[src/hw/rtl/matrix_multiply_4x4_macros.svh]
// Assertion macros for the 4x4 matrix multiplier
`ifndef MATRIX_MULTIPLY_4X4_MACROS_SVH
`define MATRIX_MULTIPLY_4X4_MACROS_SVH
// assert that a property holds after reset
`define MM_ASSERT(label, prop, msg) \
  label: assert property (@(posedge clk_i) disable iff (!rst_ni) prop) else $error(msg);
// assert that a signal holds its value in the next cycle
`define MM_ASSERT_HOLD(label, cond, sig, msg) \
  label: assert property (@(posedge clk_i) disable iff (!rst_ni) cond |=> $stable(sig)) \
    else $error(msg);
`endif

[src/hw/rtl/mm4_pkg.sv]
// Package: types, constants and arithmetic helpers of the matrix multiplier
`default_nettype none
package mm4_pkg;
  localparam int unsigned DefDim      = 4;
  localparam int unsigned DefFracBits = 16;
  localparam int unsigned ValW        = 32;
  localparam int unsigned IdxW        = 4;

  typedef enum logic {
    FUNC_LOAD_LEFT  = 1'b0,
    FUNC_LOAD_RIGHT = 1'b1
  } func_e;

  typedef enum logic [1:0] {
    ST_IDLE,
    ST_CALC,
    ST_EMIT
  } state_e;

  // control from the sequencer to each cell
  typedef struct packed {
    logic clear;   // start a new dot product
    logic mac;     // accumulate the term at the head of the rows
    logic shift;   // shift the result chain by one cell
  } cell_ctrl_t;

  // clamp a 33-bit signed sum to 32 bits
  function automatic logic signed [ValW-1:0] sat_add(logic signed [ValW-1:0] a,
                                                     logic signed [ValW-1:0] b);
    logic signed [ValW:0] s;
    s = {a[ValW-1], a} + {b[ValW-1], b};
    if (s[ValW] != s[ValW-1]) sat_add = s[ValW] ? {1'b1, {(ValW-1){1'b0}}}
                                                : {1'b0, {(ValW-1){1'b1}}};
    else sat_add = s[ValW-1:0];
  endfunction
endpackage
`default_nettype wire

[src/hw/rtl/mm4_cell.sv]
// One cell: a multiply-accumulate for one product element, chained for output
`default_nettype none
module mm4_cell
  import mm4_pkg::*;
#(
  parameter int unsigned FracBits = DefFracBits
) (
  input  wire                          clk_i,
  input  wire                          rst_ni,
  input  wire cell_ctrl_t              ctrl_i,
  input  wire logic signed [ValW-1:0]  a_i,
  input  wire logic signed [ValW-1:0]  b_i,
  input  wire logic signed [ValW-1:0]  chain_i,
  output logic signed [ValW-1:0]       acc_o
);
  logic signed [2*ValW-1:0] prod_q, prod_d;
  logic                     pv_q, pv_d;
  logic signed [ValW-1:0]   acc_q, acc_d;
  logic signed [2*ValW-1:0] shf;
  logic signed [ValW-1:0]   term;

  // floor shift and clamp of the registered product
  always_comb begin
    shf = prod_q >>> FracBits;
    if (shf > 64'sd2147483647) term = {1'b0, {(ValW-1){1'b1}}};
    else if (shf < -64'sd2147483648) term = {1'b1, {(ValW-1){1'b0}}};
    else term = shf[ValW-1:0];
  end

  always_comb begin
    prod_d = a_i * b_i;
    pv_d   = ctrl_i.mac;
    acc_d  = acc_q;
    if (ctrl_i.clear) acc_d = '0;
    else if (pv_q) acc_d = sat_add(acc_q, term);
    else if (ctrl_i.shift) acc_d = chain_i;
  end

  always_ff @(posedge clk_i or negedge rst_ni) begin
    if (!rst_ni) begin
      pv_q <= 1'b0;
    end else begin
      pv_q <= pv_d;
    end
  end

  always_ff @(posedge clk_i) begin
    prod_q <= prod_d;
    acc_q  <= acc_d;
  end

  assign acc_o = acc_q;
endmodule
`default_nettype wire

[config.mk]
export PLATFORM = sky130hd
export DESIGN_NAME = mm4_cell
export DESIGN_NICKNAME = d
export VERILOG_FILES = /design/src/hw/rtl/matrix_multiply_4x4_macros.svh /design/src/hw/rtl/mm4_pkg.sv /design/src/hw/rtl/mm4_cell.sv
export SDC_FILE = /design/constraint.sdc
export NUM_CORES = 2
export LEC_CHECK = 0
export ABC_CLOCK_PERIOD_IN_PS = 5500
export CAP_MARGIN = 20
export CORE_UTILIZATION = 45
export DETAILED_ROUTE_END_ITERATION = 12
export DONT_BUFFER_PORTS = 1
export GPL_ROUTABILITY_DRIVEN = 0
export HOLD_SLACK_MARGIN = 0.02
export RECOVER_POWER = 50
export SETUP_SLACK_MARGIN = 0.15
export SKIP_CTS_REPAIR_TIMING = 1
export SLEW_MARGIN = 20
export SYNTH_ARGS = -nofsm -noshare
export SYNTH_HDL_FRONTEND = slang
export SYNTH_SLANG_ARGS = --single-unit
[constraint.sdc]
create_clock -name clk_i -period 5.5 [get_ports clk_i]
set_input_delay 0.55 -clock clk_i [delete_from_list [all_inputs] [get_ports clk_i]]
set_output_delay 0.55 -clock clk_i [all_outputs]
set_load 0.02 [all_outputs]
After elaboration in Yosys (flattened, before gate mapping)
Cells that the tools add are included.

word-level totals
  output and inout bits = 32
  memory bits (read-only) = 0
  memories kept = 0
  RAM bits = 0
  logic and storage cells = 15
  input port bits = 101
  bits in latches = 0
  bits in registers = 97

operators by class
  bitwise logic cells = 0
  magnitude comparators = 2
  divide/modulo/power cells = 0
  multiplexer cells = 6
  reductions and logical operators = 1
  $mul = 1
  add/sub/neg operators = 1
  equality and inequality tests = 1
  shift-type cells = 0

operator list
  cell                                                              number
  2-to-1 mux 32 bit                                                 6
  multiplier 32 x 32 -> 64 bit                                      1
  greater-than comparator 48 x 32 -> 1 bit (second input constant)  1
  < comparator 48 x 32 -> 1 bit (second input constant)             1
  adder 32 x 32 -> 33 bit                                           1
  nonzero test 2 bit                                                1
  != test 1 bit                                                     1

Logic depth before layout (Yosys ltp)
  word-level depth = 7
  depth in mapped cells = 28
  depth with buffers taken out = 27

Least setup slack after synthesis
OpenSTA, ideal clock, no wires.

  kind = input to register
  start point = in b_i[2]
  end point = reg prod_q[61]
  path slack = -2238 ps
  cell stages on the path = 26
  required time = 5380 ps
  arrival = 7617 ps
  library setup time = 120 ps
  buffers on the path = 1
  path through = clkbuf_1 nand2_1 inv_1 fa_1 fa_1 fa_1 fa_1 inv_1 fa_1 inv_1 fa_1 inv_1 fa_1 inv_1 fa_1 ha_1 a21o_1 a21oi_1 o21bai_1 a21o_1 a21o_1 a21oi_1 nor2_1 a211o_1 a311oi_1 nor2_1

on the way
  longest elaborated chain between the ends = 1

ends and longest elaborated chain
  what                          line            RTL
  from (decl)                   mm4_cell.sv:12  input wire logic signed [ValW-1:0] b_i,
  multiplier 32 x 32 -> 64 bit  mm4_cell.sv:31  prod_d = a_i * b_i;
  named net prod_d[61]          mm4_cell.sv:16  logic signed [2*ValW-1:0] prod_q, prod_d;
  to (signal assigned)          mm4_cell.sv:48  prod_q <= prod_d;
  to (decl)                     mm4_cell.sv:16

The timed path passes the listed nets, and every way through them passes these cells.
A chain may end at the register's enable or synchronous reset.

Worst setup path after layout
  start point = in a_i[7]
  end point = reg prod_q[56]

on the way
  longest elaborated chain between the ends = 1

ends and longest elaborated chain
  what                          line            RTL
  from (decl)                   mm4_cell.sv:11  input wire logic signed [ValW-1:0] a_i,
  multiplier 32 x 32 -> 64 bit  mm4_cell.sv:31
  named net prod_d[56]          mm4_cell.sv:16

The timed path passes the listed nets, and every way through them passes these cells.

==> flow_summary.toml <==
[outcome]
status = "finished, violations left"
violations = "setup timing"

[timing]
fin_crit_ns = 7.158
fin_tns_setup_ns = -49.86
setup_violations = 47
fin_skew_ns = 0.01054
slew_violations = 0
tightest_slew_ns = 0.7048
rsz0062_at_grt = "yes"
hold_violations = 0
max_freq_mhz = 139.7
fin_ws_ns = -1.658
fin_crit_sh = 1.301
relSlewSlack = 0.5301

[drt]
routed_wl_mm = 109.8
postRouteAntennaNets = 0
wl_per_cell_um = 20.10
first_pass_iters = 5
via_per_inst = 5.195
vias = 28380
drc = 0
drtIter0Drc = 1281

[logic_synthesis]
yosys.area.top_type = "fa_1"
synthArstFlopShare = 0.01235
ys_seq_area_frac = 0.04078
synth_edf_count = 0
ys_warn_count = 0
yosys.area_share.simple = 0.1577
syn_area_per_cell_um2 = 9.376
yosys_register_bits = 81
synth_fa_ha_area_frac = 0.6098
synth_mux_area_frac = 0.0002509
synth_ff_type = "dfxtp_1"
synth_compound_area_frac = 0.06158
synthTopCellsByCount = "1082 x fa_1, 958 x inv_1, 549 x nand2_1, 510 x and2_1, 215 x clkbuf_1"
synth.area.top_cells = "fa_1 54%, inv_1 9.0%, and2_1 8.0%, ha_1 6.7%, nand2_1 5.2%"
syn_nets = 5649
netlist_instances = 4254
synth_most_common_cell = "fa_1"
synth_xor_area_frac = 0.01888
synth_top_family_by_area = "adder cells"
yosysUniqueCellTypes = 72
synth_top_area_share = 0.5431
syn-cell-area_um2 = 39890

[critical_path]
rr_worst_depth = 15
cp.arrival_ns = 7.46
rrSetupSlack_ns = 0.81
critPathKind = "in2reg"
required_ns = 5.80
cp_num_cells = 26
reg2reg_to = "acc_o[30]$_SDFFE_PP0P_"
crit_end = "prod_q[56]$_DFF_P_"
cpMaxStageDelayCell = "fa_2"
critical_path_buf_inv_count = 6
path_delay_family = "adder cells"
slowest_delay_ns = 0.59
worstReg2RegStart = "prod_q[58]$_DFF_P_"
crit_path_end_kind = "flip-flop"
startpoint_type = "input pin"
critPathLaunch = "a_i[7]"
critPathMostFrequentCell = "fa_1"
path_max_fanout = 32

[floorplan]
num_rows = 108
ioPinCount = 133
start_util = 0.4569
coreArea_um2 = 87290
die_h_um = 299.7
die_w_um = 299.7
die_area_um2 = 89830

[clock_tree]
cts_tree = "yes"
htreeDepth = 3
cts_made_buffers = 9
clk_latency_ns = 0.36
clk_path_buf_depth = 2
cts.clk_slew.worst_paths_ns = 0.07
clock_sinks = 81
cts_root_buf = "clkbuf_16"

[grt]
grt_pass1_vias = 32260
grt_max_degree = 40
gr-total-overflow = 0
grt_use_total = 0.2591
grt_pass1_wl_mm = 177.7
antenna_found_initial = 2

[layout]
drive_gt1_frac = 0.1193
syn_to_final_growth_pct = 10.13
nets = 5697

[place]
dp_hpwl_mm = 90.72
port_buffers = 0

[min_path]
min_path_type = "in2reg"

[flow_run]
cap_violations = 0
-- how the worst min path moves through the flow --
stage	from	to	slack (ns)	depth (start not counted)
floorplan	rst_ni	pv_q$_DFF_PN0_	0.25	0
global placement	rst_ni	pv_q$_DFF_PN0_	0.25	0
detailed placement	rst_ni	pv_q$_DFF_PN0_	0.25	0
CTS	rst_ni	pv_q$_DFF_PN0_	-0.14	0
global route	ctrl_i[1]	pv_q$_DFF_PN0_	0.20	0
finish	ctrl_i[1]	pv_q$_DFF_PN0_	0.22	0
-- flip-flops by register name (all words and copies together) (netlist names) --
signal	count
pv_q	1
acc_o	32
prod_q	48
-- layer usage --
metal | vias up | track usage | part of all wire | wire length [um]
li1 | 12540 | - | - | -
met1 | 14910 | 0.2831 | 0.35 | 38930
met2 | 670 | 0.4831 | 0.54 | 58840
met3 | 267 | 0.02182 | 0.033 | 3619
met4 | 0 | 0.1628 | 0.077 | 8414
met5 | - | 0 | 0 | 0
-- cell type report --
class,instances,area [um^2]
multi-input cells,2998,34960
diodes,2,5.005
repair buffers,254,2008
flip-flops and latches,81,1627
clock buffers,9,225.2
well taps,1155,1445
fillers,8271,43370
inverters,958,3603
clock inverters,7,53.80
-- cell usage in the layout, fill, tap and decap left out, types with 10 or more instances in the layout --
cell	count
nand4_1	15
inv_1	941
inv_2	15
nand2b_1	25
and2_4	29
o21ai_1	14
nand3_1	14
nor2b_1	12
a21o_1	72
fa_2	45
nor2_1	79
ha_1	184
a21oi_2	21
xor2_1	29
and2_1	481
nor3_1	13
o21bai_1	10
dfxtp_1	80
buf_4	237
nand2_1	537
fa_1	1037
o21ai_0	37
xnor2_1	50
a21oi_1	75
buf_6	11
ha_4	28
a211oi_1	14
a211oi_2	15
-- cell families (layout without fill, tap and decap cells) --
kind of cell | Yosys count | count (layout)
muxes | 1 | 1
xor gates and xnor gates | 86 | 86
DFF | 81 | 81
AOI/OAI and AO/OA | 355 | 355
buffers and inverters | 1175 | 1228
adders and majority gates | 1295 | 1295
and+or+nand+nor | 1261 | 1261
other | 0 | 2
-- per-stage QoR --
stage	worst slack (ns)	instance area [um^2]	hold WS, ns	std cells	util
floorplan	-1.923	40800	0.2544	4254	-
global placement	-2.036	42930	0.2544	5431	0.4918
detailed placement	-2.093	42930	0.2544	5431	0.4918
CTS	-1.737	43210	-0.1363	5447	0.4950
global route	-1.820	43920	0.1971	5462	0.5032
finish	-1.658	43930	0.2152	5464	0.5032
Power is left out: the tool's default activity adds up to more than one toggle a clock period on the data nets, which glitch-free logic cannot reach.
